[src/sv/stit_pkg.sv]
// Shared types, sizes and codes for the sorted table insert and rank block.
package stit_pkg;

    localparam int TABLE_DEPTH = 64;
    localparam int CNT_W       = $clog2(TABLE_DEPTH + 1);

    localparam logic OP_INSERT = 1'b0;
    localparam logic OP_QUERY  = 1'b1;

    localparam logic [1:0] ST_INSERTED = 2'd0;
    localparam logic [1:0] ST_FULL     = 2'd1;
    localparam logic [1:0] ST_FOUND    = 2'd2;
    localparam logic [1:0] ST_MISSING  = 2'd3;

    typedef struct packed {
        logic               operation;
        logic signed [31:0] value;
    } t_in_beat;

    typedef struct packed {
        logic [1:0] status;
        logic [5:0] count_before;
        logic [5:0] count_after;
        logic [6:0] occupancy;
    } t_out_beat;

    // Broadcast from the controller to every cell.
    typedef struct packed {
        logic               insert;
        logic               evaluate;
        logic signed [31:0] value;
    } t_cell_ctl;

    // What one cell hands to the next one up the chain.
    typedef struct packed {
        logic               valid;
        logic               ge;
        logic signed [31:0] value;
    } t_link;

endpackage

[src/sv/stit_cell.sv]
// One slot of the sorted chain: holds an entry and shifts or loads on insert.
module stit_cell
    import stit_pkg::*;
(
    input  logic      i_clk,
    input  logic      i_rst_n,
    input  t_cell_ctl i_ctl,
    input  t_link     i_prev,
    output t_link     o_link,
    output logic      o_less,
    output logic      o_match
);

    logic               r_valid;
    logic signed [31:0] r_value;
    logic               r_less;
    logic               r_match;
    logic               w_less;
    logic               w_match;

    assign w_less  = r_valid && (r_value < i_ctl.value);
    assign w_match = r_valid && (r_value == i_ctl.value);

    assign o_link.valid = r_valid;
    assign o_link.ge    = !w_less;
    assign o_link.value = r_value;
    assign o_less       = r_less;
    assign o_match      = r_match;

    always_ff @(posedge i_clk) begin
        if (!i_rst_n) begin
            r_valid <= 1'b0;
        end else if (i_ctl.insert && !w_less) begin
            r_valid <= r_valid | i_prev.valid;
        end
    end

    // Entries not below the new value move up one slot; the first of them takes the value.
    always_ff @(posedge i_clk) begin
        if (i_ctl.insert && !w_less) begin
            r_value <= i_prev.ge ? i_prev.value : i_ctl.value;
        end
        if (i_ctl.evaluate) begin
            r_less  <= w_less;
            r_match <= w_match;
        end
    end

endmodule

[config.mk]
export PLATFORM = sky130hd
export DESIGN_NAME = stit_cell
export DESIGN_NICKNAME = d
export VERILOG_FILES = /design/src/sv/stit_pkg.sv /design/src/sv/stit_cell.sv
export SDC_FILE = /design/constraint.sdc
export NUM_CORES = 1
export LEC_CHECK = 0
export BUFFER_PORTS_ARGS = -buffer_cell sky130_fd_sc_hd__buf_2
export CAP_MARGIN = 5
export CELL_PAD_IN_SITES_DETAIL_PLACEMENT = 1
export CELL_PAD_IN_SITES_GLOBAL_PLACEMENT = 1
export CORE_MARGIN = 8
export CORE_UTILIZATION = 38
export CTS_BUF_LIST = sky130_fd_sc_hd__clkbuf_4 sky130_fd_sc_hd__clkbuf_8
export DETAILED_ROUTE_END_ITERATION = 6
export GPL_TIMING_DRIVEN = 1
export PLACE_DENSITY = 0.95
export SYNTH_ARGS = -nofsm -noshare
export SYNTH_HDL_FRONTEND = slang
export SYNTH_SLANG_ARGS = --single-unit
[constraint.sdc]
create_clock -name i_clk -period 8.6 [get_ports i_clk]
set_input_delay 1.29 -clock i_clk [delete_from_list [all_inputs] [get_ports i_clk]]
set_output_delay 1.29 -clock i_clk [all_outputs]
set_load 0.02 [all_outputs]
## Yosys cells after proc, flatten, opt, wreduce, memory -nomap -nowiden

Index checks and enable logic that the tools add are counted.

- Flip-flop bits (word level): 35
- Input bits: 70

- $lt $le $gt $ge: 1
- Equality and inequality tests: 1
- Mux-type cells: 1
- Bitwise logic cells: 1
- Reductions and logical operators: 4

Operators by type and width:

| cell | number |
|---|---|
| $eq 32x32->1 | 1 |
| $lt 32x32->1 | 1 |
| $mux 32 | 1 |
| $logic_and 1x1->1 | 3 |
| $logic_not 1->1 | 1 |
| $or 1x1->1 | 1 |

## Depth between registers and ports, before layout

- Depth in word-level cells: 4
- Mapped depth: 7
- Gate-level depth less buffers: 7

## Worst setup path before layout

OpenSTA, ideal clock, no wires.

- Kind: input to register
- From: input port i_ctl[31] (netlist name)
- To: register r_value[0] (enable)
- Setup time: 0.419 ns
- Arrival time: 3.834 ns
- Path slack: 4.347 ns
- Stages: 7
- Path buffers: 0
- Path through: inv_1 > ha_1 > nand4_2 > nor4_2 > and4_1 > o41ai_1 > a211oi_2

- Word-level cells in the longest chain between the ends: 4

Ends and longest elaborated chain:

| what | RTL line | text |
|---|---|---|
| from (decl) | stit_cell.sv:7 | `input t_cell_ctl i_ctl,` |
| $lt 32x32->1 | stit_cell.sv:21 | `assign w_less = r_valid && (r_value < i_ctl.value);` |
| $logic_and 1x1->1 | stit_cell.sv:21 |  |
| $logic_not 1->1 | stit_cell.sv:40 | `if (i_ctl.insert && !w_less) begin` |
| $logic_and 1x1->1 | stit_cell.sv:40 |  |
| to (signal assigned) | stit_cell.sv:41 | `r_value <= i_prev.ge ? i_prev.value : i_ctl.value;` |
| to (decl) | stit_cell.sv:15 | `logic signed [31:0] r_value;` |

Every way passes these cells.
A chain may end at the register's enable or synchronous reset.

==> impl_summary.md <==
Run status
The flow ran to the end, and the final reports show no timing, DRC or antenna violations.

Synth
The warning count from the yosys run is 0. In the post-synthesis netlist, the biggest area contributors are sky130_fd_sc_hd__edfxtp_1, sky130_fd_sc_hd__ha_1, sky130_fd_sc_hd__o21ai_0. Of the post-synthesis cell area, the dominant cell type holds 0.454. Counting flops with a built-in enable in the synthesized netlist gives 34. After synthesis the netlist holds a flip-flop and latch count of 35.

The most area-hungry cell type in the Yosys netlist is sky130_fd_sc_hd__edfxtp_1. The predominant post-synthesis flop cell is sky130_fd_sc_hd__edfxtp_1. Counting flops with an async set or reset pin after synthesis yields a share of 0. Summing every instance area after synthesis gives 2250 sq um. Counting every instance in the synthesized netlist gives 228. The net count after synthesis is 330.

The number of distinct standard cells referenced by the synthesized netlist is 30. For this run, the register share of the synthesized area comes to 0.463. The average footprint of a synthesized cell is 9.86 sq um.

GRT
The first global-routing pass estimated 11,100 microns of wire. Entering global routing, the biggest net connects 64 pins. The initial antenna violation count is 0. The via count of the first global-routing pass is 2,278. For this run the aggregate overflow at the end of global routing stands at 0. For this run, the total global-route usage over all layers was measured as 0.163.

Place
The total cell area at the placement stage is 2850 sq um. The HPWL after detailed placement is 5820 microns. The count of input and output buffers is 105.

At the end of routability-driven placement, the weighted congestion stood at 0.848. After detailed placement, the design holds a cell count of 401.

Floorplan
106 I/O pins were placed. The floorplan step set the die height to 92.9 microns. From left edge to right edge, the die measures 92.9 microns.

After floorplanning, the core was sized to cover 5820 sq um. The cell row count is 28. The initial core utilization is 0.387.

The die covers 8630 sq um.

Power and ir drop
The total leakage power is 1.48 nW. The cell area power density is 152 nW/um^2. The worst-case vdd ir drop is 0.0000722 V. The internal power of the cells totals 0.000308 W.

Of the total power, combinational logic draws 0.254. Of the total power, the share spent switching nets is 0.309. The sequential fraction of design power is 0.476. Summing internal, switching and leakage power gives 0.000446 W. The portion of total power attributed to the clock network is 0.270. The net switching power is 0.000138 W.

Drt
For this run, design rule violations remaining after detail routing come to 0. In the final routed layout, each cell accounts on average for 17.1 microns. Once detail routing completed, the nets flagged for antenna violations numbered 0.

The via count is 2,032. The detail-routed via count per cell is 4.97. The first TritonRoute pass finished after 4 iterations. For this block, the routed nets add up to 7000 microns of wire. The first-iteration detailed-routing DRC count is 127.

Final layout
Of the cells placed in the final design, the portion with a size suffix greater than 1 is 0.356. The finished cells cover 2930 sq um. In the final design database the tool counted 435 nets. The area added between synthesis and finish is 30.4%. The non-filler instance count after layout is 409. The number of diodes added for antenna fixing is 0.

Min path
In this run the worst hold path is classified as register to register.

STA
Setup repair after global routing left no endpoint under its margin. Dividing the final minimum period by the clock period gives 0.527. The final period demand of the worst path is 4.53 ns. In this run the tightest slew margin relative to its limit is 0.365. The number of hold violations in the final report was 0.

The final worst clock skew is 0.00796 ns. The setup TNS is 0 ns. Setup violations remaining at the end of the flow were counted as 0. The final number of max-transition violations came to 0. The top achievable clock speed is 221 MHz. The transition time at the pin with the least slew margin is 0.949 ns.

CTS
The CTS root buffer is sky130_fd_sc_hd__clkbuf_8. The number of buffers inserted by hold repair at cts is 0. The post-cts resize count is 0. For the worst-skew pair, the clock arrives at the later sink with an insertion delay of 0.29 ns. TritonCTS built the clock tree. The clock net sink count is 35. The number of buffers between clock root and the deepest sink is 2.

The TritonCTS buffer count is 5. The clock transition at the registers of the reported paths is 0.07 ns. Buffers added to address setup during post-CTS repair amount to 0. The number of levels the H-tree was split into is 2.

Worst setup path
The classification of the worst setup path is primary input to output port. Data on the critical path is required at its endpoint by 7.31 ns. The element type at the critical path end is an output port.

Among the stages of the critical path, the cell type that occurs most often is sky130_fd_sc_hd__buf_2. Traced cell by cell, the critical path runs through buf_2 > inv_1 > ha_1 > nor2b_1 > o211ai_1 > a21boi_0 > o41ai_1 > a21oi_1 > buf_2. Along the worst path, the maximum fanout reaches 3. The peak per-stage delay on the critical path is 0.77 ns. The slowest stage cell on the critical path is sky130_fd_sc_hd__o41ai_1. The arrival time at the worst endpoint is 3.24 ns.

The startpoint type of the worst setup path is a primary input.

Flow run
Across the run, the number of max-cap violations was 0.
## registers in the layout (all words and copies together) (netlist names)
name,cells
r_value,32
o_less,1
o_match,1
r_valid,1
## cell usage in the layout (no fill, tap or decap)
cell type / n
sky130_fd_sc_hd__buf_2: 105
sky130_fd_sc_hd__nand2_1: 40
sky130_fd_sc_hd__o21ai_0: 34
sky130_fd_sc_hd__inv_1: 34
sky130_fd_sc_hd__edfxtp_1: 34
sky130_fd_sc_hd__ha_1: 32
sky130_fd_sc_hd__a21oi_1: 15
sky130_fd_sc_hd__clkbuf_8: 5
sky130_fd_sc_hd__nand4_1: 4
sky130_fd_sc_hd__a21o_1: 3
sky130_fd_sc_hd__o21a_1: 2
sky130_fd_sc_hd__nor2b_1: 2
sky130_fd_sc_hd__nor2_1: 2
sky130_fd_sc_hd__clkinv_1: 2
sky130_fd_sc_hd__nor3_1: 1
sky130_fd_sc_hd__nand3_1: 1
sky130_fd_sc_hd__o211ai_1: 1
sky130_fd_sc_hd__nor4_1: 1
sky130_fd_sc_hd__a21boi_0: 1
sky130_fd_sc_hd__nand4_2: 1
sky130_fd_sc_hd__nor4_2: 1
sky130_fd_sc_hd__and2_2: 1
sky130_fd_sc_hd__and4_1: 1
sky130_fd_sc_hd__o41ai_1: 1
sky130_fd_sc_hd__a2bb2oi_1: 1
sky130_fd_sc_hd__a221o_1: 1
sky130_fd_sc_hd__nor4bb_4: 1
sky130_fd_sc_hd__a211oi_2: 1
sky130_fd_sc_hd__a211oi_4: 1
sky130_fd_sc_hd__mux2_2: 1
sky130_fd_sc_hd__and3_1: 1
sky130_fd_sc_hd__clkbuf_4: 1
sky130_fd_sc_hd__buf_4: 1
sky130_fd_sc_hd__dfxtp_1: 1
## final timing paths
kind                                            start                    to  slack, ns  cells after the start
worst max register to register  r_value[31]$_DFFE_PP_  r_value[0]$_DFFE_PP_       5.24                      7
worst max-delay path                         i_ctl[1]            o_link[32]       4.07                      9
worst min register to register   r_valid$_SDFFE_PN0P_  r_valid$_SDFFE_PN0P_       0.57                      2
worst min-delay path             r_valid$_SDFFE_PN0P_  r_valid$_SDFFE_PN0P_       0.57                      2
## power groups by stage
stage	combinational (W)	clock [W]	sequential (W)
after global placement	0.000108	0	0.000215
after global routing	0.000127	0.000128	0.000214
after detailed placement	0.000114	0	0.000217
final	0.000113	0.000120	0.000213
after CTS	0.000115	0.000121	0.000213
after floorplan	0.0000509	0	0.000232
## critical path: cells and delay by family
| family | cells | cell delay [ns] |
|---|---|---|
| AO/OA/AOI/OAI | 4 | 1.19 |
| buffers and inverters | 3 | 0.32 |
| adder cells (fa/ha/maj) | 1 | 0.30 |
| AND/OR/NAND/NOR | 1 | 0.14 |
## Yosys cell counts, drive strengths merged, types with 2 or more instances
library cell	n
nor2	2
clkbuf	7
nor4	2
nand4	5
nor2b	2
a211oi	2
edfxtp	34
nand2	40
o21a	2
a21o	3
ha	32
a21oi	15
inv	34
o21ai	34
## stage by stage
step / hold WS (ns) / worst slack (ns) / util
finish: 0.567 / 4.07 / 0.504
CTS: 0.573 / 4.04 / 0.504
floorplan: 0.503 / 4.35 / -
global route: 0.615 / 3.88 / 0.504
detailed placement: 0.560 / 4.04 / 0.490
global placement: 0.533 / 4.06 / 0.490
## metal layers
layer  routed length [microns]  vias up  global-route usage
met5                         0        -                   0
met4                       136        0              0.0631
met3                       272       11              0.0348
met2                      3840       61               0.306
met1                      2750      951               0.171
li1                          -     1009                   -
## logic make-up after synthesis
| family | synth area share |
|---|---|
| DFF | 0.463 |
| adders and majority gates | 0.178 |
| AOI/OAI and AO/OA | 0.156 |
| and+or+nand+nor | 0.126 |
| muxes | 0.00501 |
| buffers and inverters | 0.0718 |
## layout make-up
class | instances | area [sq um]
flip-flops and latches | 35 | 1040
clock inverters | 2 | 7.51
well taps | 75 | 93.8
inverters | 34 | 128
fillers | 727 | 2880
multi-input cells | 151 | 1050
repair buffers | 106 | 533
clock buffers | 6 | 76.3
(Power assumes the default switching activity.)
