**src/sv/stit_pkg.sv**
```systemverilog
// Shared types, sizes and codes for the sorted table insert and rank block.
package stit_pkg;

    localparam int TABLE_DEPTH = 64;
    localparam int CNT_W       = $clog2(TABLE_DEPTH + 1);

    localparam logic OP_INSERT = 1'b0;
    localparam logic OP_QUERY  = 1'b1;

    localparam logic [1:0] ST_INSERTED = 2'd0;
    localparam logic [1:0] ST_FULL     = 2'd1;
    localparam logic [1:0] ST_FOUND    = 2'd2;
    localparam logic [1:0] ST_MISSING  = 2'd3;

    typedef struct packed {
        logic               operation;
        logic signed [31:0] value;
    } t_in_beat;

    typedef struct packed {
        logic [1:0] status;
        logic [5:0] count_before;
        logic [5:0] count_after;
        logic [6:0] occupancy;
    } t_out_beat;

    // Broadcast from the controller to every cell.
    typedef struct packed {
        logic               insert;
        logic               evaluate;
        logic signed [31:0] value;
    } t_cell_ctl;

    // What one cell hands to the next one up the chain.
    typedef struct packed {
        logic               valid;
        logic               ge;
        logic signed [31:0] value;
    } t_link;

endpackage

```
**src/sv/stit_rank_enc.sv**
```systemverilog
// Turns the chain's thermometer of less-than flags into a rank and a hit flag.
module stit_rank_enc
    import stit_pkg::*;
(
    input  logic [TABLE_DEPTH-1:0] i_less,
    input  logic [TABLE_DEPTH-1:0] i_match,
    output logic [CNT_W-1:0]       o_rank,
    output logic                   o_found
);

    logic [TABLE_DEPTH+1:0] w_therm;
    logic [TABLE_DEPTH:0]   w_edge;
    logic [CNT_W-1:0]       w_rank;

    // The table is sorted and filled from the bottom, so the flags form a
    // run of ones; exactly one edge marks where the run ends.
    assign w_therm = {1'b0, i_less, 1'b1};

    always_comb begin
        w_rank = '0;
        for (int i = 0; i <= TABLE_DEPTH; i++) begin
            w_edge[i] = w_therm[i] & ~w_therm[i+1];
            w_rank    = w_rank | ({CNT_W{w_edge[i]}} & CNT_W'(i));
        end
    end

    assign o_rank  = w_rank;
    assign o_found = |i_match;

endmodule
```
**config.mk**
```make
export PLATFORM = sky130hd
export DESIGN_NAME = stit_rank_enc
export DESIGN_NICKNAME = d
export VERILOG_FILES = /design/src/sv/stit_pkg.sv /design/src/sv/stit_rank_enc.sv
export SDC_FILE = /design/constraint.sdc
export NUM_CORES = 1
export LEC_CHECK = 0
export ABC_AREA = 1
export BUFFER_PORTS_ARGS = -buffer_cell sky130_fd_sc_hd__buf_2
export CAP_MARGIN = 20
export CORE_MARGIN = 4
export CORE_UTILIZATION = 35
export DETAILED_ROUTE_END_ITERATION = 12
export PLACE_DENSITY = 0.92
export SYNTH_ARGS = -nofsm -noshare
export SYNTH_HDL_FRONTEND = slang
export SYNTH_SLANG_ARGS = --single-unit
```
**constraint.sdc**
```tcl
create_clock -name vclk -period 0.89
set_input_delay 0.178 -clock vclk [all_inputs]
set_output_delay 0.178 -clock vclk [all_outputs]
set_load 0.01 [all_outputs]
```
Word level (Yosys, flattened, before mapping)
Cells that the tools add are included.
{"block": "op_classes", "addsub": 0, "multipliers": 0, "div": 0, "n_lt_le_gt_ge": 0, "eq_ne": 0, "n_shift": 0, "muxes": 0, "n_bitwise": 189, "reduce_logical": 1}
{"cell": "$or 7x6->7", "n": 17}
{"cell": "$or 6x6->6", "n": 14}
{"cell": "$or 5x5->5", "n": 15}
{"cell": "$reduce_or 64->1", "n": 1}
{"cell": "$and 1x1->1", "n": 63}
{"cell": "$not 1->1", "n": 63}
{"cell": "$or 4x4->4", "n": 7}
{"cell": "$or 3x3->3", "n": 3}
{"cell": "$or 7x7->7", "n": 1}
{"cell": "$or 5x6->6", "n": 1}
{"cell": "$or 4x5->5", "n": 1}
{"cell": "$or 3x4->4", "n": 1}
{"cell": "$or 2x3->3", "n": 1}
{"cell": "$or 1x2->2", "n": 1}
{"cell": "$or 2x2->2", "n": 1}
{"block": "word_totals", "register_bits": 0, "latchBits": 0, "ram_bits": 0, "rom_bits": 0, "wordCells": 190, "memories": 0}

Logic depth before layout (Yosys ltp)
Gate-level depths: netlist (run 1).
{"block": "logic_depth", "depth_word": 65, "ltp_mapped": 7}

Worst setup path before layout (run 1)
Ideal clock, no wire load.
{"block": "synth_path", "path_type": "in2out", "start": "input i_less[63]", "end": "output o_rank[0]", "arrival_ns": 0.699, "setup_slack_ns": 0.013, "path_stages": 7, "path_buffers": 0, "path_cell_list": "inv_1 nand2_1 nand2_2 nor2_4 nand2_2 nor2_2 nand2_1"}
{"block": "synth_between", "elab_chain_len": 4}
{"item": "from (decl)", "line_no": "stit_rank_enc.sv:5", "source": "input logic [TABLE_DEPTH-1:0] i_less,"}
{"item": "$not 1->1", "line_no": "stit_rank_enc.sv:22", "source": "w_edge[i] = w_therm[i] & ~w_therm[i+1];"}
{"item": "$and 1x1->1", "line_no": "stit_rank_enc.sv:22"}
{"item": "$or 7x6->7", "line_no": "stit_rank_enc.sv:23", "source": "w_rank = w_rank | ({CNT_W{w_edge[i]}} & CNT_W'(i));"}
{"item": "$or 7x7->7", "line_no": "stit_rank_enc.sv:23"}
{"item": "to (decl)", "line_no": "stit_rank_enc.sv:7", "source": "output logic [CNT_W-1:0] o_rank,"}
Every way passes these cells.

Worst setup path in the final report (run 1)
{"block": "layout_path", "start": "input i_less[19]", "end": "output o_rank[4]"}
{"block": "layout_between", "elab_chain_len": 48, "elab_cells_between_ends": 49, "cone_classes": "bitwise (49)"}
{"item": "$not 1->1", "line_no": "stit_rank_enc.sv:22"}
{"item": "$and 1x1->1", "line_no": "stit_rank_enc.sv:22"}
{"item": "$or 5x5->5", "line_no": "stit_rank_enc.sv:23"}
{"item": "$or 5x5->5 (*) (12 in series)", "line_no": "stit_rank_enc.sv:23"}
{"item": "$or 5x6->6 (*)", "line_no": "stit_rank_enc.sv:23"}
{"item": "$or 6x6->6 (*) (14 in series)", "line_no": "stit_rank_enc.sv:23"}
{"item": "$or 7x6->7 (*) (17 in series)", "line_no": "stit_rank_enc.sv:23"}
{"item": "$or 7x7->7 (*)", "line_no": "stit_rank_enc.sv:23"}
Mark *: on every way between the ends. The rest lies on a longest branch, timed or not.

==> results of run 1 <==
## Yosys cell counts (all sizes together)
| cell | count |
|---|---|
| nor2 | 84 |
| inv | 60 |
| nand2 | 148 |
| o21ai | 4 |
| buf | 1 |
## path summary, 6_finish.rpt
| kind | slack (ns) | startpoint | to | depth (start not counted) |
|---|---|---|---|---|
| max | -0.35 | i_less[19] | o_rank[4] | 9 |
| min | 0.55 | i_less[63] | o_rank[6] | 2 |
## power groups by stage
stage	Clock (uW)	Combinational [uW]	Sequential [uW]
CTS	0	879	0
finish	0	1220	0
floorplan	0	335	0
global route	0	1300	0
global placement	0	682	0
detailed placement	0	696	0
## cell type report
cell class	count	area, sq um	share of cell area, %
inverter	60	240	8.99
multi-input combinational	236	1280	47.9
tap	44	55.1	2.06
timing repair buffer	137	1100	41.0
## placed cells by master (no fill, tap or decap), types with 4 or more instances in the layout
| master | n |
|---|---|
| buf_8 | 7 |
| buf_6 | 54 |
| nor2_4 | 11 |
| nor2_1 | 46 |
| inv_1 | 30 |
| inv_2 | 25 |
| buf_2 | 75 |
| nor2_2 | 27 |
| nand2_1 | 81 |
| nand2_4 | 13 |
| nand2_2 | 54 |
| inv_4 | 4 |
## stage by stage
step / hold slack (ns) / TNS (ns) / total power, uW / cells / area (sq um)
final: 0.549 / -2.12 / 1220 / 477 / 2670
after CTS: 0.546 / -1.32 / 879 / 477 / 2240
after global placement: 0.555 / -1.61 / 682 / 477 / 1890
after detailed placement: 0.568 / -1.69 / 696 / 477 / 1890
after floorplan: 0.448 / 0 / 335 / 297 / 1150
after global routing: 0.552 / -2.50 / 1300 / 477 / 2670
## repair_timing
action                                  CTS  global route
endpoints found under the setup margin    7             7
pin swaps                               100            99
resized for setup                        99           129
## cell families (layout without fill, tap and decap cells)
logic type,count (synthesis),after routing,synth area share (%)
simple gates,232,232,78.1
buf+inv,61,197,20.2
compound gates,4,4,1.73
## worst max-delay path, stage by stage
cell and delay, ns:
buf_6 0.07, inv_2 0.04, nand2_2 0.08, o21ai_2 0.08, nor2_1 0.19, nand2_2 0.11, nor2_4 0.10, nand2_1 0.07
buf_2 0.14
## routing by layer
metal,up-vias,GRT usage (%),wire length (microns)
met5,-,0,0
met4,0,6.22,409
met3,44,2.22,629
met2,150,48.7,4000
met1,1076,24.0,2530
li1,1111,-,-
==> run_results.csv, run 1 <==
group,metric,value,unit
synthesis,yosysWarnings,0,
timing,grt_setup_unrepaired,"true",
floorplanning,die-height,65.4,microns
synthesis,seq_area_frac_synth,0,%
clock_tree,holdBufCountCts,0,
layout,seqCellArea,0,sq um
global_routing,grt_max_degree,3,
global_routing,grt_overflow,0,
worst_setup_path,arrival,1.06,ns
worst_setup_path,crit_type,"primary input to output pin",
global_routing,grt_pass1_wl,8.11,mm
routing,drt_wl_total,7.57,mm
layout,seq_cells,0,
floorplanning,core,0.00310,sq mm
outcome,violations,"negative setup slack",
synthesis,syn-num-nets,425,
synthesis,avgSynthCellArea,3.88,sq um
layout,drive_gt1_share,63.3,%
worst_setup_path,cp.required,0.71,ns
floorplanning,die_area,0.00428,sq mm
timing,worst-slew-pin-transition,0.213,ns
routing,initialDrtViolationCount,226,
timing,finalMaxSlewViolations,0,
power,p_comb_share,100.0,%
routing,dr_total_vias,2381,
routing,avgRoutedWirePerCell,15.9,microns
timing,setup_viol,7,
outcome,status,"finished with violations",
global_routing,grtUsageTotal,23.3,%
placement,gp_congestion,0.845,
synthesis,synthCells,297,
synthesis,synth_top_cell_area_share,46.2,%
worst_setup_path,crit_fanout,2,
power,swShare,49.5,%
power,power_frac_seq,0,%
floorplanning,ios,136,
timing,finalHoldViolCount,0,
layout,nets,563,
routing,drc,0,
worst_setup_path,cp-start-kind,"primary input",
power,internal_power,617,uW
layout,post-route-util,86.1,%
power,p_sw,605,uW
timing,fmax,809,MHz
floorplanning,die_w,65.4,microns
worst_setup_path,crit_path_end_kind,"output pin",
floorplanning,floorplan.initialDensity,37.2,%
power,clkPwrFrac,0,%
layout,nFillCells,172,
placement,place_ws,-0.296,ns
synthesis,synth_top_area_cell,"nand2_1",
placement,io_buffers,136,
global_routing,first_global_vias,2034,
timing,finalCriticalPeriod,1.24,ns
power,power_density,457,mW/mm^2
routing,vias_per_cell,4.99,
placement,hpwl,4.13,mm
routing,detail-route-antenna-nets,0,
timing,finalCritPeriodShare,139,%
timing,slew_headroom,85.7,%
clock_tree,cts_setup_buffers,0,
worst_hold_path,min_path_type,"primary input to output pin",
layout,area_delta_synth_final,132,%
layout,nClkBuffers,0,
synthesis,synth.area.top_cells,"nand2_1 46%, nor2_1 26%, inv_1 20%, nand2_2 3.3%, nor2_2 1.6%",
power,max-vdd-ir-drop,0.257,mV
routing,dr.pass1.iters,5,
synthesis,synth.distinct_cells,9,
timing,setup_slack,-0.346,ns
floorplanning,fp-row-count,20,
layout,n_antenna_cell,0,
synthesis,syn_area,0.00115,sq mm
global_routing,antenna_found_initial,0,
power,p_leak,0.00152,uW
flow_run,drv_cap,0,
(Power assumes the default switching activity.)
==> inputs of run 2 (changes only) <==
--- a/config.mk
+++ b/config.mk
@@ -12,6 +12,7 @@
 export CORE_UTILIZATION = 35
 export DETAILED_ROUTE_END_ITERATION = 12
 export PLACE_DENSITY = 0.92
+export SKIP_LAST_GASP = 1
 export SYNTH_ARGS = -nofsm -noshare
 export SYNTH_HDL_FRONTEND = slang
 export SYNTH_SLANG_ARGS = --single-unit
==> run 2 against run 1 <==
The flow still finishes with violations (negative setup slack). Count of clock-buffer cells in the layout did not move. Highest routed layer unchanged. Via count fell by 4.1%. Largest power group unchanged. Wire length fell by 11%. Non-clock buffer count unchanged. Worst setup slack better by 0.050 ns. Global-route usage fell by 0.39 points. Total power decreased by 8.7%. Maximum frequency up 4.2%. First-iteration DRC count fell by 35%. Cell count is the same.
==> run_results.csv, run 2 (same netlist as run 1, synthesis figures left out) <==
group,metric,value,unit
power,power_density,437,mW/mm^2
routing,dr_wl_met2,3.66,mm
timing,finalCriticalPeriod,1.19,ns
power,p_total,1110,uW
clock_tree,cts_setup_buffers,0,
global_routing,antenna_found_initial,0,
floorplanning,floorplan.initialDensity,37.2,%
worst_setup_path,crit_path_end_kind,"output pin",
layout,seqCellArea,0,sq um
placement,gp_congestion,0.845,
timing,finalCritPeriodShare,133,%
timing,finalHoldViolCount,0,
timing,setup_slack,-0.296,ns
floorplanning,fp-row-count,20,
routing,m1WireLength,2.32,mm
flow_run,drv_cap,0,
global_routing,grt_overflow,0,
floorplanning,die_w,65.4,microns
routing,drc,0,
routing,dr_total_vias,2283,
routing,dr.pass1.iters,6,
timing,fmax,843,MHz
routing,avgRoutedWirePerCell,14.2,microns
layout,post-route-util,82.2,%
global_routing,grt_max_degree,3,
floorplanning,die-height,65.4,microns
worst_setup_path,crit_type,"primary input to output pin",
worst_setup_path,crit_fanout,2,
clock_tree,holdBufCountCts,0,
global_routing,first_global_vias,2034,
routing,vias_per_cell,4.79,
routing,detail-route-antenna-nets,0,
global_routing,grtUsageTotal,23.0,%
worst_setup_path,cp-start-kind,"primary input",
outcome,violations,"negative setup slack",
floorplanning,core,0.00310,sq mm
layout,drive_gt1_share,58.7,%
layout,seq_cells,0,
routing,met3WireLength,479,microns
timing,slew_headroom,87.0,%
routing,drt_wl_total,6.76,mm
layout,area_delta_synth_final,121,%
timing,grt_setup_unrepaired,"true",
outcome,status,"finished with violations",
placement,hpwl,4.13,mm
timing,finalMaxSlewViolations,0,
routing,top_layer,"met4",
global_routing,grt_pass1_wl,7.99,mm
layout,layout_commonest_cell,"nand2_1",
layout,nClkBuffers,0,
timing,worst-slew-pin-transition,0.195,ns
floorplanning,ios,136,
worst_hold_path,min_path_type,"primary input to output pin",
layout,n_antenna_cell,0,
placement,place_ws,-0.296,ns
floorplanning,die_area,0.00428,sq mm
layout,layout_common_cells,"91 x nand2_1, 78 x buf_2, 57 x buf_6, 51 x nand2_2, 49 x nor2_1",
routing,initialDrtViolationCount,147,
power,p_leak,0.00149,uW
timing,setup_viol,7,
worst_setup_path,cp.required,0.71,ns
worst_setup_path,arrival,1.01,ns
placement,io_buffers,136,
power,max-vdd-ir-drop,0.248,mV
layout,nets,563,
[run 2: critical path: stages]
cell	delay (ns)
buf_6	0.09
inv_2	0.04
nand2_2	0.09
nand2_1	0.09
nor2_2	0.13
nand2_1	0.10
nor2_2	0.10
nand2_1	0.05
buf_2	0.14
[run 2: stage by stage]
stage	cell area (sq um)	hold WS, ns	cells	setup TNS, ns
finish	2550	0.549	477	-1.78
global route	2550	0.565	477	-2.20
CTS	2230	0.546	477	-1.34
detailed placement	1890	0.568	477	-1.69
global placement	1890	0.555	477	-1.61
floorplan	1150	0.448	297	0
[run 2: final timing paths]
kind,end,startpoint,cells past startpoint,slack [ns]
max,o_rank[3],i_less[26],9,-0.30
min,o_rank[6],i_less[63],2,0.55
[run 2: area by class of cell]
class	instances	area (sq um)
Inverter	60	230
Timing Repair Buffer	137	1060
Tap cell	44	55.1
Fill cell	209	552
Multi-Input combinational cell	236	1200
[run 2: layer usage]
layer  GRT usage, %  up-vias
met5              0        -
met4           5.18        0
met3           1.88       32
met2           48.3      116
met1           23.8     1023
li1               -     1112
[run 2: where the power goes]
group / internal, uW / switching [uW] / total, uW
sequential: 0 / 0 / 0
clock: 0 / 0 / 0
combinational: 578 / 536 / 1110
total: 578 / 536 / 1110
[run 2: what timing repair did]
item | 4_1_cts | 5_1_grt
resized for setup | 97 | 91
endpoints found under the setup margin | 7 | 7
gates cloned | 0 | 0
pin swaps | 98 | 82
==> inputs of run 3 (changes only) <==
--- a/config.mk
+++ b/config.mk
@@ -8,10 +8,12 @@
 export ABC_AREA = 1
 export BUFFER_PORTS_ARGS = -buffer_cell sky130_fd_sc_hd__buf_2
 export CAP_MARGIN = 20
+export CELL_PAD_IN_SITES_DETAIL_PLACEMENT = 2
+export CELL_PAD_IN_SITES_GLOBAL_PLACEMENT = 2
 export CORE_MARGIN = 4
-export CORE_UTILIZATION = 35
+export CORE_UTILIZATION = 12
 export DETAILED_ROUTE_END_ITERATION = 12
-export PLACE_DENSITY = 0.92
+export PLACE_DENSITY = 0.91
 export SKIP_LAST_GASP = 1
 export SYNTH_ARGS = -nofsm -noshare
 export SYNTH_HDL_FRONTEND = slang
==> constraint.sdc (replaced) <==
create_clock -name vclk -period 1.2
set_input_delay 0.24 -clock vclk [all_inputs]
set_output_delay 0.24 -clock vclk [all_outputs]
set_load 0.01 [all_outputs]
==> run 3 against run 2 <==
The flow still finishes with violations (negative setup slack). Hold slack improved by 0.12 ns. Combinational power fell by 14%. Non-clock buffer count is 4 higher. Largest cell class unchanged. Global-route usage shrank 8.8 points. Critical path depth is the same. Design area grew 16%. Sequential share of layout area unchanged. Count of clock-buffer cells in the layout unchanged. Worst setup slack better by 0.17 ns. Core utilization shrank 50 points. Wire length grew 31%. Total power down 14%.
==> run_results.csv, run 3 (same netlist as run 1, synthesis figures left out) <==
group,metric,value,unit
timing,worst-slew-pin-transition,0.165,ns
global_routing,grt_max_degree,3,
floorplanning,die_area,0.0112,sq mm
layout,layout_commonest_cell,"nand2_1",
timing,grt_setup_unrepaired,"true",
layout,seqCellArea,0,sq um
power,max-vdd-ir-drop,0.0986,mV
layout,n_antenna_cell,0,
global_routing,first_global_vias,2686,
global_routing,grtUsageTotal,14.2,%
routing,avgRoutedWirePerCell,15.6,microns
floorplanning,die_w,106,microns
layout,fin_cells,566,
floorplanning,die-height,106,microns
worst_hold_path,min_path_type,"primary input to output pin",
outcome,violations,"negative setup slack",
timing,finalCritPeriodShare,111,%
layout,seq_cells,0,
routing,drt_wl_total,8.85,mm
layout,nets,567,
routing,dr.pass1.iters,4,
worst_setup_path,crit_path_end_kind,"output pin",
worst_setup_path,cp-start-kind,"primary input",
layout,nFillCells,1172,
timing,whs,0.667,ns
worst_setup_path,crit_type,"primary input to output pin",
clock_tree,cts_setup_buffers,0,
layout,area_delta_synth_final,156,%
floorplanning,core,0.00928,sq mm
floorplanning,fp-row-count,35,
outcome,status,"finished with violations",
layout,nClkBuffers,0,
placement,hpwl,7.02,mm
global_routing,gr-usage-met3,1.09,%
worst_setup_path,arrival,1.09,ns
routing,dr_total_vias,2260,
timing,finalHoldViolCount,0,
global_routing,use_met2,31.5,%
worst_setup_path,cp.required,0.96,ns
floorplanning,ios,136,
placement,dpl.cell_count,566,
floorplanning,floorplan.initialDensity,12.4,%
power,power_density,323,mW/mm^2
routing,detail-route-antenna-nets,0,
flow_run,drv_cap,0,
timing,finalMaxSlewViolations,0,
timing,setup_slack,-0.127,ns
timing,fmax,754,MHz
routing,vias_per_cell,3.99,
placement,io_buffers,136,
layout,drive_gt1_share,66.8,%
global_routing,grt_pass1_wl,13.0,mm
global_routing,grt.busiest_layer,"met2",
timing,slew_headroom,89.0,%
worst_setup_path,crit_fanout,2,
global_routing,antenna_found_initial,0,
clock_tree,holdBufCountCts,0,
power,p_leak,0.00159,uW
routing,drc,0,
routing,initialDrtViolationCount,21,
layout,layout_common_cells,"76 x nand2_1, 71 x buf_6, 64 x buf_2, 56 x nand2_2, 37 x nor2_1",
timing,setup_viol,7,
global_routing,grt_overflow,0,
placement,gp_congestion,0.772,
timing,finalCriticalPeriod,1.33,ns
global_routing,use_met1,13.9,%
==> run 3: cell types whose count changed in the layout (fill, tap and decap cells not counted), sizes merged <==
cell,previous run,this run
buf,137,141
==> run 3: worst paths after layout <==
path | from | end | slack, ns | cells after the start
setup / recovery | i_less[50] | o_rank[4] | -0.13 | 9
hold / removal | i_less[63] | o_rank[6] | 0.67 | 2
==> run 3: critical path: stages <==
cell	delay, ns
buf_4	0.11
inv_1	0.06
nand2_2	0.07
nand2_2	0.06
nor2_2	0.12
nand2_2	0.10
nor2_4	0.13
nand2_2	0.07
buf_6	0.12
==> run 3: layout make-up <==
| cell class | instances | area [sq um] | share of cell area [%] |
|---|---|---|---|
| Inverter | 60 | 235 | 7.96 |
| Tap cell | 129 | 161 | 5.46 |
| Multi-Input combinational cell | 236 | 1370 | 46.4 |
| Timing Repair Buffer | 141 | 1190 | 40.2 |
==> run 3: repair_timing <==
item                                    4_1_cts  5_1_grt
gates cloned                                  0        0
gates resized for setup                     162       98
pin swaps                                   132       76
endpoints found under the setup margin        7        7
==> run 3: per-layer routing <==
layer  share of wire, %  wire length (microns)
met5                  0                      0
met4                3.3                    289
met3                3.0                    266
met2                 61                   5430
met1                 32                   2860
==> run 3: power by group <==
group / switching (uW) / internal, uW
combinational: 464 / 490
clock: 0 / 0
sequential: 0 / 0
total: 464 / 490
==> run 3: per-stage QoR <==
stage	power [uW]	worst slack [ns]	area [sq um]	util [%]	TNS, ns
after floorplan	248	0.199	1150	-	0
after global placement	545	-0.246	2030	21.8	-1.03
after detailed placement	581	-0.246	2030	21.8	-1.16
after CTS	804	-0.0788	2600	28.0	-0.386
after global routing	1040	-0.191	2960	31.8	-1.07
final	954	-0.127	2960	31.8	-0.642
